==> config.mk <==
export PLATFORM = sky130hd
export DESIGN_NAME = path_heading_adjust
export DESIGN_NICKNAME = d
export VERILOG_FILES = /design/src/rtl/core/pha_pkg.sv /design/src/rtl/core/pha_ctrl.sv /design/src/rtl/core/pha_datapath.sv /design/src/rtl/core/path_heading_adjust.sv
export SDC_FILE = /design/constraint.sdc
export NUM_CORES = 2
export LEC_CHECK = 0
export BUFFER_PORTS_ARGS = -buffer_cell sky130_fd_sc_hd__clkbuf_2
export CAP_MARGIN = 20
export CORE_UTILIZATION = 35
export CTS_BUF_LIST = sky130_fd_sc_hd__clkbuf_16
export DETAILED_ROUTE_END_ITERATION = 8
export PLACE_DENSITY = 0.51
export REMOVE_ABC_BUFFERS = 1
export SYNTH_ARGS = -nofsm -noshare
export SYNTH_HDL_FRONTEND = slang
export SYNTH_SLANG_ARGS = --single-unit
==> constraint.sdc <==
create_clock -name clk -period 10.6 [get_ports clk]
set_input_delay 0.53 -clock clk [delete_from_list [all_inputs] [get_ports clk]]
set_output_delay 0.53 -clock clk [all_outputs]
set_load 0.01 [all_outputs]
==> src/rtl/core/pha_pkg.sv <==
`default_nettype none

package pha_pkg;

    localparam int COORD_WIDTH_DEF     = 16;
    localparam int ANGLE_FRAC_BITS_DEF = 6;
    localparam int CORDIC_STEPS_DEF    = 18;

    localparam int FIELD_W    = 16;
    localparam int OUT_W      = 15;
    localparam int S_DATA_W   = 32;
    localparam int M_DATA_W   = 32;
    localparam int ACC_FRAC   = 16;
    localparam int Z_W        = 26;
    localparam int ATAN_IDX_W = 5;
    localparam int DP_W       = 60;
    localparam int SCALE_BASE = 56;

    localparam logic signed [Z_W-1:0] Z_QUARTER = 26'sd5898240;
    localparam logic signed [Z_W-1:0] Z_FULL    = 26'sd23592960;

    typedef enum logic [2:0] {
        ST_IDLE,
        ST_SETUP,
        ST_ROTATE,
        ST_ANGLE,
        ST_WRAP,
        ST_RESULT
    } state_t;

    typedef struct packed {
        logic load;
        logic setup;
        logic rotate;
        logic angle;
        logic wrap;
        logic result;
    } cmd_t;

    typedef struct packed {
        logic start;
        logic coincident;
        logic last_step;
        logic out_free;
    } status_t;

    // atan(2^-i) in degrees, 16 fraction bits, rounded
    function automatic logic signed [Z_W-1:0] atan_q16(input logic [ATAN_IDX_W-1:0] idx);
        logic signed [Z_W-1:0] r;
        unique case (idx)
            5'd0:    r = 26'sd2949120;
            5'd1:    r = 26'sd1740967;
            5'd2:    r = 26'sd919879;
            5'd3:    r = 26'sd466945;
            5'd4:    r = 26'sd234379;
            5'd5:    r = 26'sd117304;
            5'd6:    r = 26'sd58666;
            5'd7:    r = 26'sd29335;
            5'd8:    r = 26'sd14668;
            5'd9:    r = 26'sd7334;
            5'd10:   r = 26'sd3667;
            5'd11:   r = 26'sd1833;
            5'd12:   r = 26'sd917;
            5'd13:   r = 26'sd458;
            5'd14:   r = 26'sd229;
            5'd15:   r = 26'sd115;
            5'd16:   r = 26'sd57;
            5'd17:   r = 26'sd29;
            5'd18:   r = 26'sd14;
            5'd19:   r = 26'sd7;
            5'd20:   r = 26'sd4;
            5'd21:   r = 26'sd2;
            5'd22:   r = 26'sd1;
            default: r = '0;
        endcase
        return r;
    endfunction

endpackage

`default_nettype wire

==> src/rtl/core/pha_ctrl.sv <==
`default_nettype none

module pha_ctrl (
    input  wire logic              clk,
    input  wire logic              rst_n,
    input  wire logic              s_tvalid,
    input  wire pha_pkg::status_t  status,
    output logic                   s_tready,
    output pha_pkg::cmd_t          cmd
);

    pha_pkg::state_t state_reg;
    pha_pkg::state_t state_next;

    always_ff @(posedge clk or negedge rst_n)
    begin
        if (!rst_n)
        begin
            state_reg <= pha_pkg::ST_IDLE;
        end
        else
        begin
            state_reg <= state_next;
        end
    end

    always_comb
    begin
        state_next = state_reg;
        unique case (state_reg)
            pha_pkg::ST_IDLE:
            begin
                if (s_tvalid && !status.start)
                begin
                    state_next = pha_pkg::ST_SETUP;
                end
            end
            pha_pkg::ST_SETUP:
            begin
                state_next = status.coincident ? pha_pkg::ST_RESULT : pha_pkg::ST_ROTATE;
            end
            pha_pkg::ST_ROTATE:
            begin
                if (status.last_step)
                begin
                    state_next = pha_pkg::ST_ANGLE;
                end
            end
            pha_pkg::ST_ANGLE:
            begin
                state_next = pha_pkg::ST_WRAP;
            end
            pha_pkg::ST_WRAP:
            begin
                state_next = pha_pkg::ST_RESULT;
            end
            pha_pkg::ST_RESULT:
            begin
                if (status.out_free)
                begin
                    state_next = pha_pkg::ST_IDLE;
                end
            end
            default:
            begin
                state_next = pha_pkg::ST_IDLE;
            end
        endcase
    end

    always_comb
    begin
        s_tready   = (state_reg == pha_pkg::ST_IDLE);
        cmd        = '0;
        cmd.load   = (state_reg == pha_pkg::ST_IDLE) && s_tvalid;
        cmd.setup  = (state_reg == pha_pkg::ST_SETUP);
        cmd.rotate = (state_reg == pha_pkg::ST_ROTATE);
        cmd.angle  = (state_reg == pha_pkg::ST_ANGLE);
        cmd.wrap   = (state_reg == pha_pkg::ST_WRAP);
        cmd.result = (state_reg == pha_pkg::ST_RESULT) && status.out_free;
    end

endmodule

`default_nettype wire

==> src/rtl/core/pha_datapath.sv <==
`default_nettype none

module pha_datapath #(
    parameter int COORD_WIDTH     = pha_pkg::COORD_WIDTH_DEF,
    parameter int ANGLE_FRAC_BITS = pha_pkg::ANGLE_FRAC_BITS_DEF,
    parameter int CORDIC_STEPS    = pha_pkg::CORDIC_STEPS_DEF
) (
    input  wire logic                          clk,
    input  wire logic                          rst_n,
    input  wire pha_pkg::cmd_t                 cmd,
    output pha_pkg::status_t                   status,
    input  wire logic [pha_pkg::S_DATA_W-1:0]  s_tdata,
    input  wire logic                          s_tuser,
    output logic                               m_tvalid,
    input  wire logic                          m_tready,
    output logic [pha_pkg::M_DATA_W-1:0]       m_tdata
);

    localparam int CW        = COORD_WIDTH;
    localparam int FW        = pha_pkg::FIELD_W;
    localparam int OW        = pha_pkg::OUT_W;
    localparam int MW        = pha_pkg::M_DATA_W;
    localparam int DW        = pha_pkg::DP_W;
    localparam int ZW        = pha_pkg::Z_W;
    localparam int IDX_W     = pha_pkg::ATAN_IDX_W;
    localparam int SCALE     = pha_pkg::SCALE_BASE - COORD_WIDTH;
    localparam int FULL_TURN = 360 * (2 ** ANGLE_FRAC_BITS);
    localparam int HW        = $clog2(FULL_TURN);
    localparam int RS        = pha_pkg::ACC_FRAC - ANGLE_FRAC_BITS;
    localparam int HALF      = 2 ** (RS - 1);
    localparam int STEP_W    = $clog2(CORDIC_STEPS);

    logic [FW-1:0]          x_field;
    logic [FW-1:0]          y_field;
    logic [CW-1:0]          x_c;
    logic [CW-1:0]          y_c;
    logic signed [CW:0]     dx_in;
    logic signed [CW:0]     dy_in;

    logic [CW-1:0]          prev_x_reg;
    logic [CW-1:0]          prev_y_reg;
    logic                   open_reg;
    logic [HW-1:0]          heading_reg;
    logic                   m_tvalid_reg;
    logic [MW-1:0]          m_tdata_reg;
    logic [MW-1:0]          m_tdata_next;

    logic signed [CW:0]     dx_reg;
    logic signed [CW:0]     dy_reg;
    logic                   coin_reg;
    logic signed [DW-1:0]   vx_reg;
    logic signed [DW-1:0]   vy_reg;
    logic signed [ZW-1:0]   z_reg;
    logic [STEP_W-1:0]      step_reg;
    logic [HW-1:0]          bear_reg;

    logic signed [DW-1:0]   sdx;
    logic signed [DW-1:0]   sdy;
    logic signed [DW-1:0]   sx;
    logic signed [DW-1:0]   sy;
    logic                   rot_up;
    logic signed [ZW-1:0]   atan_i;
    logic signed [ZW-1:0]   zp;
    logic [ZW-1:0]          z_round;
    logic [HW-1:0]          bear_angle;
    logic [HW-1:0]          bear_wrap;
    logic [HW:0]            turn_w;
    logic [31:0]            turn32;
    logic [31:0]            nh32;

    assign x_field = s_tdata[FW-1:0];
    assign y_field = s_tdata[2*FW-1:FW];

    generate
        if (CW <= FW)
        begin : g_narrow
            assign x_c = x_field[CW-1:0];
            assign y_c = y_field[CW-1:0];
        end
        else
        begin : g_wide
            assign x_c = {{(CW-FW){1'b0}}, x_field};
            assign y_c = {{(CW-FW){1'b0}}, y_field};
        end
    endgenerate

    assign dx_in = {x_c[CW-1], x_c} - {prev_x_reg[CW-1], prev_x_reg};
    assign dy_in = {y_c[CW-1], y_c} - {prev_y_reg[CW-1], prev_y_reg};

    assign sdx = {{(DW-CW-1){dx_reg[CW]}}, dx_reg} << SCALE;
    assign sdy = {{(DW-CW-1){dy_reg[CW]}}, dy_reg} << SCALE;

    assign sx     = vx_reg >>> step_reg;
    assign sy     = vy_reg >>> step_reg;
    assign rot_up = !vy_reg[DW-1];
    assign atan_i = pha_pkg::atan_q16(IDX_W'(step_reg));

    assign zp         = z_reg[ZW-1] ? z_reg + pha_pkg::Z_FULL : z_reg;
    assign z_round    = zp + ZW'(HALF);
    assign bear_angle = HW'(z_round >> RS);
    assign bear_wrap  = (bear_reg >= HW'(FULL_TURN)) ? bear_reg - HW'(FULL_TURN) : bear_reg;

    assign turn_w = (bear_reg >= heading_reg)
                  ? {1'b0, bear_reg} - {1'b0, heading_reg}
                  : {1'b0, bear_reg} + (HW+1)'(FULL_TURN) - {1'b0, heading_reg};
    assign turn32 = 32'(turn_w[HW-1:0]);
    assign nh32   = 32'(bear_reg);
    assign m_tdata_next = {{(MW-2*OW){1'b0}}, nh32[OW-1:0], turn32[OW-1:0]};

    always_ff @(posedge clk or negedge rst_n)
    begin
        if (!rst_n)
        begin
            prev_x_reg   <= '0;
            prev_y_reg   <= '0;
            open_reg     <= 1'b0;
            heading_reg  <= '0;
            m_tvalid_reg <= 1'b0;
        end
        else
        begin
            if (cmd.load)
            begin
                prev_x_reg <= x_c;
                prev_y_reg <= y_c;
                if (status.start)
                begin
                    heading_reg <= '0;
                    open_reg    <= 1'b1;
                end
            end
            if (cmd.result)
            begin
                heading_reg  <= bear_reg;
                m_tvalid_reg <= 1'b1;
            end
            else if (m_tready)
            begin
                m_tvalid_reg <= 1'b0;
            end
        end
    end

    always_ff @(posedge clk)
    begin
        if (cmd.load)
        begin
            dx_reg   <= dx_in;
            dy_reg   <= dy_in;
            coin_reg <= (dx_in == '0) && (dy_in == '0);
        end
        if (cmd.result)
        begin
            m_tdata_reg <= m_tdata_next;
        end
        priority if (cmd.setup)
        begin
            step_reg <= '0;
            bear_reg <= heading_reg;
            if (dy_reg[CW])
            begin
                if (!dx_reg[CW])
                begin
                    vx_reg <= sdx;
                    vy_reg <= -sdy;
                    z_reg  <= pha_pkg::Z_QUARTER;
                end
                else
                begin
                    vx_reg <= -sdx;
                    vy_reg <= sdy;
                    z_reg  <= -pha_pkg::Z_QUARTER;
                end
            end
            else
            begin
                vx_reg <= sdy;
                vy_reg <= sdx;
                z_reg  <= '0;
            end
        end
        else if (cmd.rotate)
        begin
            step_reg <= STEP_W'(step_reg + 1'b1);
            if (rot_up)
            begin
                vx_reg <= vx_reg + sy;
                vy_reg <= vy_reg - sx;
                z_reg  <= z_reg + atan_i;
            end
            else
            begin
                vx_reg <= vx_reg - sy;
                vy_reg <= vy_reg + sx;
                z_reg  <= z_reg - atan_i;
            end
        end
        else if (cmd.angle)
        begin
            bear_reg <= bear_angle;
        end
        else if (cmd.wrap)
        begin
            bear_reg <= bear_wrap;
        end
        else
        begin
        end
    end

    always_comb
    begin
        status            = '0;
        status.start      = s_tuser || !open_reg;
        status.coincident = coin_reg;
        status.last_step  = (step_reg == STEP_W'(CORDIC_STEPS - 1));
        status.out_free   = !m_tvalid_reg || m_tready;
    end

    assign m_tvalid = m_tvalid_reg;
    assign m_tdata  = m_tdata_reg;

endmodule

`default_nettype wire

==> src/rtl/core/path_heading_adjust.sv <==
`default_nettype none

// Path heading adjust. Each beat in carries a point; a start beat (tuser high, or any beat
// before the first start) records the point, zeroes the heading and gives no result. Every
// later point gives one result beat: the clockwise turn from the current heading to the
// bearing of the new point, and the new absolute heading, both in 1/2^ANGLE_FRAC_BITS degree
// and wrapped to [0, 360). Coincident points give turn 0 and keep the heading. One point is
// in work at a time: a start point is only recorded, a coincident point goes from setup straight
// to result, and any other point passes setup, the CORDIC vectoring pass, angle, wrap and result;
// the pass iterates through the single micro-rotation unit, one step per cycle. A finished
// result sits in the output register, so the next point is taken while it waits.
module path_heading_adjust #(
    parameter int COORD_WIDTH     = pha_pkg::COORD_WIDTH_DEF,
    parameter int ANGLE_FRAC_BITS = pha_pkg::ANGLE_FRAC_BITS_DEF,
    parameter int CORDIC_STEPS    = pha_pkg::CORDIC_STEPS_DEF
) (
    input  wire logic                          clk,
    input  wire logic                          rst_n,
    input  wire logic                          s_tvalid,
    output logic                               s_tready,
    input  wire logic [pha_pkg::S_DATA_W-1:0]  s_tdata,   // x_coord[15:0], y_coord[31:16]
    input  wire logic                          s_tuser,   // kind
    output logic                               m_tvalid,
    input  wire logic                          m_tready,
    output logic [pha_pkg::M_DATA_W-1:0]       m_tdata    // turn_angle[14:0], new_heading[29:15]
);

    localparam int FULL_TURN = 360 * (2 ** ANGLE_FRAC_BITS);
    localparam int OW        = pha_pkg::OUT_W;

    pha_pkg::cmd_t    cmd;
    pha_pkg::status_t status;

    pha_ctrl u_ctrl (
        .clk      (clk),
        .rst_n    (rst_n),
        .s_tvalid (s_tvalid),
        .status   (status),
        .s_tready (s_tready),
        .cmd      (cmd)
    );

    pha_datapath #(
        .COORD_WIDTH     (COORD_WIDTH),
        .ANGLE_FRAC_BITS (ANGLE_FRAC_BITS),
        .CORDIC_STEPS    (CORDIC_STEPS)
    ) u_datapath (
        .clk      (clk),
        .rst_n    (rst_n),
        .cmd      (cmd),
        .status   (status),
        .s_tdata  (s_tdata),
        .s_tuser  (s_tuser),
        .m_tvalid (m_tvalid),
        .m_tready (m_tready),
        .m_tdata  (m_tdata)
    );

    a_cmd_exclusive: assert property (@(posedge clk) disable iff (!rst_n)
        $onehot0({cmd.load, cmd.setup, cmd.rotate, cmd.angle, cmd.wrap, cmd.result}))
        else $error("more than one datapath command active");

    a_result_loads: assert property (@(posedge clk) disable iff (!rst_n)
        cmd.result |=> m_tvalid)
        else $error("result not presented after load");

    a_turn_range: assert property (@(posedge clk) disable iff (!rst_n)
        m_tvalid |-> (FULL_TURN > (2 ** OW - 1)) || (32'(m_tdata[OW-1:0]) < FULL_TURN))
        else $error("turn angle out of range");

    a_heading_range: assert property (@(posedge clk) disable iff (!rst_n)
        m_tvalid |-> (FULL_TURN > (2 ** OW - 1)) || (32'(m_tdata[2*OW-1:OW]) < FULL_TURN))
        else $error("heading out of range");

endmodule

`default_nettype wire

==> reports/results.tsv <==
stage	metric	value	unit
place	port_buffers	68	
clock_network	cts_setup_buffers	0	
final_layout	drive_gt1_frac	0.128	
clock_network	cts-root-buf	clkbuf_16	
clock_network	tritoncts	done	
global_route	grt.overflow.total	0	
clock_network	cts_sinks	305	
status	status	complete, no violations	
die	die_x	328	um
clock_network	cts.reportedPaths.clkPinSlew	0.06	ns
timing	fin_crit_sh	0.850	
timing	finalMaxSlewViolations	0	
die	io_pins	71	
drt	wl	146	mm
drt	drtIter0Drc	3745	
timing	setup_viol	0	
global_route	antenna_found_initial	5	
timing	finClkSkew	0.0621	ns
critical_path	crit_slowest_cell	dfxtp_4	
global_route	grt_pass1_vias	32700	
yosys	synth_top_area_share	0.182	
timing	setup_tns	0	ns
clock_network	cts_resized	0	
critical_path	crit_required	10.98	ns
yosys	avgSynthCellArea	8.78	um2
timing	rsz0062_at_grt	false	
drt	drc	0	
final_layout	synthToLayoutAreaGrowth	7.38	%
yosys	synth-simple-area-share	0.163	
critical_path	worstPathMaxFanout	94	
clock_network	cts_buffers	44	
critical_path	path_buf_inv	2	
critical_path	critPathKind	reg2reg	
critical_path	cpPeakStageDelay	0.82	ns
yosys	synth_seq_cells	305	
global_route	grt_max_degree	180	
drt	routed_via_density	6.24	
place	gp_congestion	1.05	
place	dp_slack	1.51	ns
yosys	synth.area.top_cells	edfxtp_1 18%, mux4_2 7.7%, ha_1 7.5%	
yosys	synthAdderAreaFrac	0.0845	
timing	fmax	111	MHz
critical_path	arrival	9.39	ns
clock_network	cts_hold_buf	0	
die	dieArea	108000	um2
yosys	netlist_instances	4237	
die	core	105000	um2
yosys	ys_async_sr_fraction	0.170	
drt	first_pass_iters	6	
critical_path	start_kind	flip-flop	
timing	worst_slack	1.59	ns
yosys	synth_compound_area_frac	0.224	
yosys	yosysTopAreaCell	edfxtp_1	
clock_network	h-tree-depth	2	
critical_path	r2r_slack	1.59	ns
yosys	synth-xor-area-share	0.0765	
drt	ant_nets	0	
yosys	synth_top_family_by_area	compound AO/OA/AOI/OAI gates	
final_layout	nets	4441	
drt	num_vias	34900	
yosys	synth_ff_type	edfxtp_1	
timing	hold-worst-slack	0.0524	ns
yosys	synth-edff-count	226	
run	maxCapViolCount	0	
final_layout	final_core_util	0.379	
worst_hold_path	hold_class	in2async	
place	hpwl	109	mm
yosys	yosysWarnings	0	
global_route	grt_pass1_wl	217	mm
yosys	yosysUniqueCellTypes	118	
timing	period_needed	9.01	ns
timing	final_hold_viol_count	0	
yosys	ys_seq_area_frac	0.232	
timing	tightest_slew	1.18	ns
critical_path	cp_top_family	simple AND/OR/NAND/NOR gates	
yosys	syn_area	37200	um2
critical_path	worstSetupEndpointType	flip-flop	
yosys	muxShareOfSynthArea	0.163	
die	die_y	328	um
die	start_util	0.353	
die	core.rowCount	119	
global_route	groute.usage.overall	0.263	
clock_network	clockBufferDepth	3	
drt	avgRoutedWirePerCell	26.0	um
timing	max_slew_margin	0.210	
critical_path	path_cells	buf_12 > mux4_2 > mux2i_1 > o21ai_1 > nor3_1 > nand4_2 > nor4_4 > nand4_2 > nor2_1 > a31oi_1 > xnor2_1 > ha_1 > nand4_1 > nor4_1 > and4_1 > inv_1 > a311oi_1 > nor3_1 > o211ai_1 > a21o_1 > a31oi_1 > xor2_1 > nor2_1	
clock_network	clk_latency	0.66	ns
-- metrics by stage --
stage | std cells | cell area, um2
2_1_floorplan | 3987 | 35800
3_3_place_gp | 5505 | 38400
3_5_place_dp | 5507 | 38500
4_1_cts | 5589 | 39900
5_1_grt | 5590 | 39900
6_report | 5595 | 39900
-- worst reg2reg max path, stage by stage (launching register included) --
cell and delay, ns:
dfxtp_4 0.82, buf_12 0.54, mux4_2 0.75, mux2i_1 0.32, o21ai_1 0.14, nor3_1 0.60
nand4_2 0.37, nor4_4 0.65, nand4_2 0.33, nor2_1 0.25, a31oi_1 0.12, xnor2_1 0.19
ha_1 0.45, nand4_1 0.16, nor4_1 0.60, and4_1 0.30, inv_1 0.06, a311oi_1 0.80
nor3_1 0.38, o211ai_1 0.36, a21o_1 0.23, a31oi_1 0.13, xor2_1 0.18, nor2_1 0.05
-- path summary, 6_finish.rpt --
path,from,to,cells past startpoint
min reg2reg,u_datapath.open_reg$_DFFE_PN0P_,u_datapath.open_reg$_DFFE_PN0P_,1
min in group clk,s_tdata[31],u_datapath.prev_y_reg[15]$_DFFE_PN0P_,3
max,u_datapath.step_reg[1]$_SDFFE_PP0P_,u_datapath.vx_reg[57]$_DFFE_PP_,23
max in group asynchronous,rst_n,u_datapath.heading_reg[6]$_DFFE_PN0P_,2
max reg2reg,u_datapath.step_reg[1]$_SDFFE_PP0P_,u_datapath.vx_reg[57]$_DFFE_PP_,23
min,rst_n,u_datapath.prev_y_reg[12]$_DFFE_PN0P_,2
-- routing by layer --
layer / part of all wire / vias to the layer above / global-route usage / wire (um)
li1: - / 15900 / - / -
met2: 0.42 / 1686 / 0.388 / 61400
met5: 0.00025 / - / 0 / 36
met1: 0.45 / 17000 / 0.372 / 64900
met3: 0.091 / 382 / 0.0574 / 13300
met4: 0.041 / 6 / 0.101 / 6020
-- final cells by class --
class	instances	area [um2]
Timing Repair Buffer	130	873
Multi-Input combinational cell	3486	26500
Tap cell	1391	1740
Clock buffer	45	1130
Sequential cell	305	8650
Clock inverter	37	332
Antenna cell	5	12.5
Fill cell	10700	65300
Inverter	196	736
-- placed cells by master, fill, tap and decap left out, types with 54 or more instances in the layout --
cell type,Yosys,routed
o21ai_0,282,282
xor2_1,129,129
a31oi_1,67,67
nand2_1,310,310
mux2i_1,176,176
a21oi_1,284,283
mux4_2,127,127
o211ai_1,59,59
nor3_1,93,93
edfxtp_1,226,226
buf_4,26,54
nor2_1,385,384
o22ai_1,67,67
clkbuf_2,0,68
a21o_1,74,74
mux2_2,110,110
nand3_1,71,71
inv_1,192,199
xnor2_1,193,193
ha_1,224,224
-- Yosys cell counts (21+ instances only) --
cell type and count:
a211oi_1 49, a21o_1 74, a21oi_1 284, a221oi_1 22, a22o_1 24, a22oi_1 39, a31oi_1 67, and2_1 41
and3_1 30, buf_2 36, buf_4 26, buf_6 30, clkbuf_1 134, dfrtp_1 52, dfxtp_1 27, edfxtp_1 226
ha_1 224, inv_1 192, mux2_2 110, mux2i_1 176, mux4_2 127, nand2_1 310, nand2b_1 52, nand3_1 71
nand4_1 38, nor2_1 385, nor2b_1 45, nor3_1 93, nor4_1 23, o211ai_1 59, o21a_1 21, o21ai_0 282
o21bai_1 33, o22ai_1 67, o31ai_1 32, or2_2 27, or3_1 34, xnor2_1 193, xor2_1 129
-- cell families after synthesis --
kind of cell    after synthesis
compound gates             1262
simple gates               1235
buf+inv                     447
mux                         423
xor+xnor                    323
flops                       305
fa+ha+maj                   241
other cells                   1
Power is not shown: default switching activity piles up to over one toggle a cycle in this logic, so the estimate is an artifact.
